--- src/hdl/pps_pkg.sv ---
package pps_pkg;

  // default table depth
  localparam int unsigned SlotsDef = 16;

  localparam int unsigned IdW    = 8;
  localparam int unsigned BurstW = 16;
  localparam int unsigned PrioW  = 8;
  localparam int unsigned TimeW  = 32;

  // command codes
  localparam logic CmdArrive = 1'b0;
  localparam logic CmdTick   = 1'b1;

  // best-candidate word handed from cell to cell
  typedef struct packed {
    logic              valid;
    logic [PrioW-1:0]  prio;
    logic [TimeW-1:0]  order;
    logic [IdW-1:0]    job;
    logic [BurstW-1:0] rem;
    logic [BurstW-1:0] burst;
    logic [TimeW-1:0]  arrival;
  } cand_t;

  // broadcast write into the addressed cell
  typedef struct packed {
    logic              arr_en;
    logic              tick_en;
    logic              clear;
    logic [IdW-1:0]    job;
    logic [BurstW-1:0] burst;
    logic [PrioW-1:0]  prio;
    logic [TimeW-1:0]  arrival;
    logic [TimeW-1:0]  order;
    logic [BurstW-1:0] rem_new;
  } upd_t;

endpackage

--- src/hdl/preemptive_priority_scheduler.sv ---
// Sequencing: an accepted command word starts a scan in which the best-candidate
// word walks the row of SLOTS slot cells one cell per cycle; the apply state then
// writes the table and raises done_o. busy is high from the accepting edge until
// the command completes, so a new word is taken only once the last is through.
// Results are registered; done_o is high for a single cycle and the other results
// hold until the next command completes; the receiver cannot stall.
// Reset: asynchronous active low; empties every slot and clears time and sequence.
module preemptive_priority_scheduler
  import pps_pkg::*;
#(
  parameter int unsigned SLOTS = SlotsDef,
  localparam int unsigned IW   = (SLOTS > 2) ? $clog2(SLOTS) : 1
) (
  input  logic              clk_i,
  input  logic              rst_ni,
  input  logic              start,
  output logic              busy,
  input  logic              cmd_i,
  input  logic [IdW-1:0]    job_id_i,
  input  logic [BurstW-1:0] burst_len_i,
  input  logic [PrioW-1:0]  prio_level_i,
  output logic              done_o,
  output logic              running_valid_o,
  output logic [IdW-1:0]    running_id_o,
  output logic              finished_o,
  output logic [TimeW-1:0]  turnaround_o,
  output logic [TimeW-1:0]  wait_time_o,
  output logic              rejected_o
);

  typedef enum logic [1:0] {
    StIdle,
    StScan,
    StApply
  } state_e;

  state_e            state_q;
  logic [IW-1:0]     cnt_q;
  logic [TimeW-1:0]  now_q;
  logic [TimeW-1:0]  seq_q;
  logic              cmd_q;
  logic [IdW-1:0]    job_q;
  logic [BurstW-1:0] burst_q;
  logic [PrioW-1:0]  prio_q;

  cand_t         cand_w [SLOTS+1];
  logic [IW-1:0] cidx_w [SLOTS+1];
  logic          ff_w   [SLOTS+1];
  logic [IW-1:0] fidx_w [SLOTS+1];

  upd_t          upd;
  logic [IW-1:0] upd_idx;
  logic [TimeW-1:0] now_next;
  logic [TimeW-1:0] ta;
  logic          accept;

  assign busy   = (state_q != StIdle);
  assign accept = start && !busy;

  // empty candidate enters the row at cell 0
  assign cand_w[0] = '0;
  assign cidx_w[0] = '0;
  assign ff_w[0]   = 1'b0;
  assign fidx_w[0] = '0;

  // row of slot cells
  for (genvar g = 0; g < SLOTS; g++) begin : g_cell
    pps_cell #(
      .SLOTS (SLOTS),
      .IDX   (g)
    ) u_cell (
      .clk_i        (clk_i),
      .rst_ni       (rst_ni),
      .cand_i       (cand_w[g]),
      .cidx_i       (cidx_w[g]),
      .free_found_i (ff_w[g]),
      .free_idx_i   (fidx_w[g]),
      .cand_o       (cand_w[g+1]),
      .cidx_o       (cidx_w[g+1]),
      .free_found_o (ff_w[g+1]),
      .free_idx_o   (fidx_w[g+1]),
      .upd_i        (upd),
      .upd_idx_i    (upd_idx)
    );
  end

  // table write from the scan result
  always_comb begin
    now_next    = now_q + 1'b1;
    ta          = now_next - cand_w[SLOTS].arrival;
    upd.arr_en  = (state_q == StApply) && (cmd_q == CmdArrive) && ff_w[SLOTS];
    upd.tick_en = (state_q == StApply) && (cmd_q == CmdTick) && cand_w[SLOTS].valid;
    upd.rem_new = (cand_w[SLOTS].rem != '0) ? (cand_w[SLOTS].rem - 1'b1) : '0;
    upd.clear   = (upd.rem_new == '0);
    upd.job     = job_q;
    upd.burst   = burst_q;
    upd.prio    = prio_q;
    upd.arrival = now_q;
    upd.order   = seq_q;
    upd_idx     = (cmd_q == CmdArrive) ? fidx_w[SLOTS] : cidx_w[SLOTS];
  end

  // sequencer, time, and registered results
  always_ff @(posedge clk_i or negedge rst_ni) begin
    if (!rst_ni) begin
      state_q         <= StIdle;
      cnt_q           <= '0;
      now_q           <= '0;
      seq_q           <= '0;
      done_o          <= 1'b0;
      running_valid_o <= 1'b0;
      running_id_o    <= '0;
      finished_o      <= 1'b0;
      turnaround_o    <= '0;
      wait_time_o     <= '0;
      rejected_o      <= 1'b0;
    end else begin
      done_o <= 1'b0;
      case (state_q)
        StIdle: begin
          cnt_q <= '0;
          if (accept) begin
            state_q <= StScan;
          end
        end
        StScan: begin
          cnt_q <= cnt_q + 1'b1;
          if (cnt_q == IW'(SLOTS - 1)) begin
            state_q <= StApply;
          end
        end
        StApply: begin
          state_q         <= StIdle;
          done_o          <= 1'b1;
          running_valid_o <= 1'b0;
          running_id_o    <= '0;
          finished_o      <= 1'b0;
          turnaround_o    <= '0;
          wait_time_o     <= '0;
          rejected_o      <= 1'b0;
          if (cmd_q == CmdArrive) begin
            if (ff_w[SLOTS]) begin
              seq_q <= seq_q + 1'b1;
            end else begin
              rejected_o <= 1'b1;
            end
          end else begin
            now_q <= now_next;
            if (cand_w[SLOTS].valid) begin
              running_valid_o <= 1'b1;
              running_id_o    <= cand_w[SLOTS].job;
              if (upd.clear) begin
                finished_o   <= 1'b1;
                turnaround_o <= ta;
                wait_time_o  <= ta - TimeW'(cand_w[SLOTS].burst);
              end
            end
          end
        end
        default: state_q <= StIdle;
      endcase
    end
  end

  // command word capture
  always_ff @(posedge clk_i) begin
    if (accept) begin
      cmd_q   <= cmd_i;
      job_q   <= job_id_i;
      burst_q <= burst_len_i;
      prio_q  <= prio_level_i;
    end
  end

endmodule

--- src/hdl/pps_cell.sv ---
module pps_cell
  import pps_pkg::*;
#(
  parameter int unsigned SLOTS = SlotsDef,
  parameter int unsigned IDX   = 0,
  localparam int unsigned IW   = (SLOTS > 2) ? $clog2(SLOTS) : 1
) (
  input  logic          clk_i,
  input  logic          rst_ni,
  input  cand_t         cand_i,
  input  logic [IW-1:0] cidx_i,
  input  logic          free_found_i,
  input  logic [IW-1:0] free_idx_i,
  output cand_t         cand_o,
  output logic [IW-1:0] cidx_o,
  output logic          free_found_o,
  output logic [IW-1:0] free_idx_o,
  input  upd_t          upd_i,
  input  logic [IW-1:0] upd_idx_i
);

  localparam logic [IW-1:0] MyIdx = IW'(IDX);

  logic              used_q;
  logic [IdW-1:0]    job_q;
  logic [BurstW-1:0] rem_q;
  logic [BurstW-1:0] burst_q;
  logic [PrioW-1:0]  prio_q;
  logic [TimeW-1:0]  arrival_q;
  logic [TimeW-1:0]  order_q;

  cand_t         cand_d, cand_q;
  logic [IW-1:0] cidx_d, cidx_q;
  logic          free_found_d, free_found_q;
  logic [IW-1:0] free_idx_d, free_idx_q;
  logic          take;
  logic          hit;

  // merge own slot into the incoming best candidate
  always_comb begin
    take = used_q && (!cand_i.valid || (prio_q < cand_i.prio) ||
           ((prio_q == cand_i.prio) && (order_q < cand_i.order)));
    if (take) begin
      cand_d.valid   = 1'b1;
      cand_d.prio    = prio_q;
      cand_d.order   = order_q;
      cand_d.job     = job_q;
      cand_d.rem     = rem_q;
      cand_d.burst   = burst_q;
      cand_d.arrival = arrival_q;
      cidx_d         = MyIdx;
    end else begin
      cand_d = cand_i;
      cidx_d = cidx_i;
    end
    // first free slot from the low end wins
    free_found_d = free_found_i || !used_q;
    free_idx_d   = free_found_i ? free_idx_i : MyIdx;
  end

  // chain stage register
  always_ff @(posedge clk_i or negedge rst_ni) begin
    if (!rst_ni) begin
      cand_q       <= '0;
      cidx_q       <= '0;
      free_found_q <= 1'b0;
      free_idx_q   <= '0;
    end else begin
      cand_q       <= cand_d;
      cidx_q       <= cidx_d;
      free_found_q <= free_found_d;
      free_idx_q   <= free_idx_d;
    end
  end

  assign hit = (upd_idx_i == MyIdx);

  // slot occupancy
  always_ff @(posedge clk_i or negedge rst_ni) begin
    if (!rst_ni) begin
      used_q <= 1'b0;
    end else if (hit && upd_i.arr_en) begin
      used_q <= 1'b1;
    end else if (hit && upd_i.tick_en && upd_i.clear) begin
      used_q <= 1'b0;
    end
  end

  // slot contents
  always_ff @(posedge clk_i) begin
    if (hit && upd_i.arr_en) begin
      job_q     <= upd_i.job;
      burst_q   <= upd_i.burst;
      rem_q     <= upd_i.burst;
      prio_q    <= upd_i.prio;
      arrival_q <= upd_i.arrival;
      order_q   <= upd_i.order;
    end else if (hit && upd_i.tick_en) begin
      rem_q <= upd_i.rem_new;
    end
  end

  assign cand_o       = cand_q;
  assign cidx_o       = cidx_q;
  assign free_found_o = free_found_q;
  assign free_idx_o   = free_idx_q;

endmodule
--- config.mk ---
export PLATFORM = sky130hd
export DESIGN_NAME = preemptive_priority_scheduler
export DESIGN_NICKNAME = d
export VERILOG_FILES = /design/src/hdl/pps_pkg.sv /design/src/hdl/preemptive_priority_scheduler.sv /design/src/hdl/pps_cell.sv
export SDC_FILE = /design/constraint.sdc
export NUM_CORES = 2
export LEC_CHECK = 0
export BUFFER_PORTS_ARGS = -buffer_cell sky130_fd_sc_hd__clkbuf_2
export CAP_MARGIN = 30
export CORE_ASPECT_RATIO = 0.75
export CORE_MARGIN = 10
export CORE_UTILIZATION = 45
export DETAILED_ROUTE_END_ITERATION = 16
export GPL_ROUTABILITY_DRIVEN = 0
export PLACE_DENSITY = 0.65
export SLEW_MARGIN = 20
export SYNTH_ARGS = -nofsm -noshare
export SYNTH_HDL_FRONTEND = slang
export SYNTH_SLANG_ARGS = --single-unit
--- constraint.sdc ---
create_clock -name clk_i -period 6.34 [get_ports clk_i]
set_input_delay 0.951 -clock clk_i [delete_from_list [all_inputs] [get_ports clk_i]]
set_output_delay 0.951 -clock clk_i [all_outputs]
set_load 0.02 [all_outputs]
==> results.ini <==
[worst_setup_path]
cp_max_fo = 6
critPathSlowestCell = nor3_1
cp.arrival_ns = 6.69
path_delay_family = simple AND/OR/NAND/NOR gates
path_class = reg -> reg
cp-end-kind = register
critical_path.most_common_cell = ha_1
cp-start-kind = register
max_stage_delay_ns = 0.57
critPathBufInv = 0
crit_cells = 21
rr_worst_depth = 21
crit_chain = ha_1 -> nand3_1 -> nor3_1 -> nand2_1 -> nor2_1 -> xor2_1 -> ha_1 -> nand2_1 -> a211o_1 -> nor2b_1 -> xnor2_1 -> ha_1 -> a21o_1 -> a21oi_1 -> nor2b_1 -> o31a_1 -> a2111oi_4 -> nand3_4 -> nor3_1 -> and3b_1 -> o31ai_2
cp.required_ns = 7.10

[yosys]
synth-async-reset-ratio_pct = 52.8
yosysUniqueCellTypes = 88
yosysWarningCount = 0
syn_area_per_cell_um2 = 15.6
syn-num-nets = 10300
synth_area_leaders = edfxtp_1 (36%), dfrtp_1 (34%), mux2_2 (12%), ha_1 (5.3%), inv_1 (1.8%)
yosys-top-cells-count = dfrtp_1 (2044), edfxtp_1 (1825), mux2_2 (1636), inv_1 (707), ha_1 (636)
synth-seq-cells = 3869
synth_most_common_cell = dfrtp_1
seq_area_frac_synth_pct = 70.3
syn-cell-area_mm2 = 0.151
synth_area_leader_cell = edfxtp_1
synth_edf_count = 1825
synth_top_area_share_pct = 36.3
syn_inst = 9659
synth_ff_type = dfrtp_1

[timing]
fin_crit_ns = 5.93
setup_viol = 0
fin_crit_sh_pct = 93.6
tightest_slew_ns = 1.21
grt_setup_unrepaired = no
slew-limit-headroom_pct = 19.5
setup_tns_ns = 0
finalClockSkew_ns = 0.0496
fmax_ghz = 0.169
slew_viol_final = 0
hold_violations = 0

[flow_run]
maxCapViolations = 0

[cells_and_area]
drive_gt1_share_pct = 25.5
regArea_mm2 = 0.106
fillers = 27100
multi_input_area_mm2 = 0.0410
fin_cells = 14800
nets = 10700
utilization_pct = 51.1
area.growth.synth_to_final_pct = 12.7

[clocking]
cts_setup_buffers = 0
root_buffer = clkbuf_16
clkTransAtPathRegs_ns = 0.06
cts_num_sinks = 3869
hold_buffers = 0
cts_buffer_depth = 4
cts_resized = 0
cts_buffers = 363
htreeDepth = 5
cts_tree = yes
clock_latency_ns = 0.91

[place]
dpl.hpwl_mm = 217
dp.cells = 14100
numPortBuffers = 112

[floorplanning]
placeableCoreArea_mm2 = 0.332
fp.dieW_um = 688
rows = 183
io_pins = 113
initial_core_util_pct = 45.4
dieArea_mm2 = 0.359
fp.dieH_um = 521

[pwr]
pwr_density_cell_mw_per_mm2 = 371
power_leakage_nw = 72.8
totalPowerFinal_mw = 63.1
ir_drop_uv = 425

[status]
status = finished clean

[detailed_routing]
drc = 0
dr.pass1.iters = 7
drtIter0Drc = 6790
drt_wl_total_mm = 349
wl_per_cell_um = 23.6
vias = 79000
drtAntennaViolNets = 0
vias_per_cell = 5.35

[global_route]
antenna_found_initial = 11
grt_pass1_wl_mm = 532
grt_start_max_net_pins = 181
grt_overflow_total = 0
grtUsageTotal_pct = 19.3
grt_pass1_vias = 82900

[hold_path]
hold_class = in -> async

## sequential cells by signal, summed over array words and instances, names as in the netlist, 2 cells and up
register                    flops
g_cell.u_cell.cidx_o           49
g_cell.u_cell.prio_q          128
wait_time_o                    32
turnaround_o                   32
running_id_o                    8
job_q                           8
g_cell.u_cell.free_found_o     16
g_cell.u_cell.rem_q           256
cnt_q                           4
g_cell.u_cell.used_q           16
seq_q                          32
g_cell.u_cell.free_idx_o       49
burst_q                        16
g_cell.u_cell.arrival_q       512
g_cell.u_cell.job_q           128
state_q                         2
now_q                          32
g_cell.u_cell.order_q         512
g_cell.u_cell.burst_q         256
g_cell.u_cell.cand_o         1768
prio_q                          8
## layout make-up
type | count | share of cell area (%)
Sequential cell | 3869 | 62.3
Antenna cell | 4 | 0.00589
Multi-Input combinational cell | 4753 | 24.1
Clock buffer | 520 | 6.17
Timing Repair Buffer | 332 | 1.72
Tap cell | 4440 | 3.27
Inverter | 707 | 1.62
Clock inverter | 151 | 0.771
## where the power goes
| group | internal [mW] | total, mW | leakage (nW) | switching [mW] |
|---|---|---|---|---|
| registers | 28.7 | 29.5 | 44.6 | 0.832 |
| clock network | 12.3 | 21.6 | 5.85 | 9.39 |
| logic | 4.85 | 11.9 | 22.4 | 7.03 |
## cells by family after synthesis
family | share of synthesized area (%)
DFF | 70.3
buffers and inverters | 2.67
muxes | 12.3
xor gates and xnor gates | 0.841
and+or+nand+nor | 4.40
adders and majority gates | 5.30
AOI/OAI and AO/OA | 4.21
## layout by cell type, fill, tap and decap left out, types with 49 or more instances in the layout
master     instances
xnor2_1           78
clkbuf_2         112
and2_1           156
clkbuf_1          85
nor2b_1           58
buf_12            53
nor2_1           196
a21o_1           183
o21ai_0          320
edfxtp_1        1825
ha_1             636
nand2_1          419
nor3_1            49
clkbuf_16        372
nand4_1           91
mux2_2          1636
clkbuf_8          63
dfrtp_1         2043
a21oi_1          226
xor2_1            63
clkinv_2          75
nand3_1           87
nand2b_1         113
inv_1            688
buf_4            157
o21a_1            53
## stage by stage
stage | setup slack [ns] | hold slack [ns] | area, um2
after global routing | 0.0179 | 0.144 | 170000
after global placement | 0.650 | 0.385 | 158000
after detailed placement | 0.587 | 0.387 | 158000
after CTS | 0.539 | 0.100 | 170000
after floorplan | 1.29 | 0.383 | 151000
final | 0.408 | 0.144 | 170000
## layer usage
metal | up-vias | track usage, % | wire [um]
li1 | 35200 | - | -
met1 | 41200 | 29.8 | 169000
met2 | 2132 | 28.6 | 151000
met3 | 490 | 3.21 | 21100
met4 | 0 | 4.48 | 7710
met5 | - | 0 | 0
## worst register-to-register path, delay by kind of cell, from the launching register on
kind	cells	cell delay, ns
AOI/OAI and AO/OA	6	1.71
xor gates and xnor gates	2	0.41
adders and majority gates	3	0.99
DFF	1	0.37
and+or+nand+nor	10	2.33
## path summary, 6_finish.rpt
check                                               from                              to  slack (ns)
max                                             now_q[0]                 wait_time_o[31]        0.41
min                                               rst_ni     g_cell[7].u_cell.cand_o[70]        0.14
max reg2reg                                     now_q[0]                 wait_time_o[31]        0.41
min reg2reg                g_cell[0].u_cell.free_found_o  g_cell[1].u_cell.free_idx_o[0]        0.40
max in group asynchronous                         rst_ni     g_cell[5].u_cell.cand_o[37]        4.47
min in group clk_i                        burst_len_i[9]                      burst_q[9]        0.22
Power figures use the tool's default switching activity.
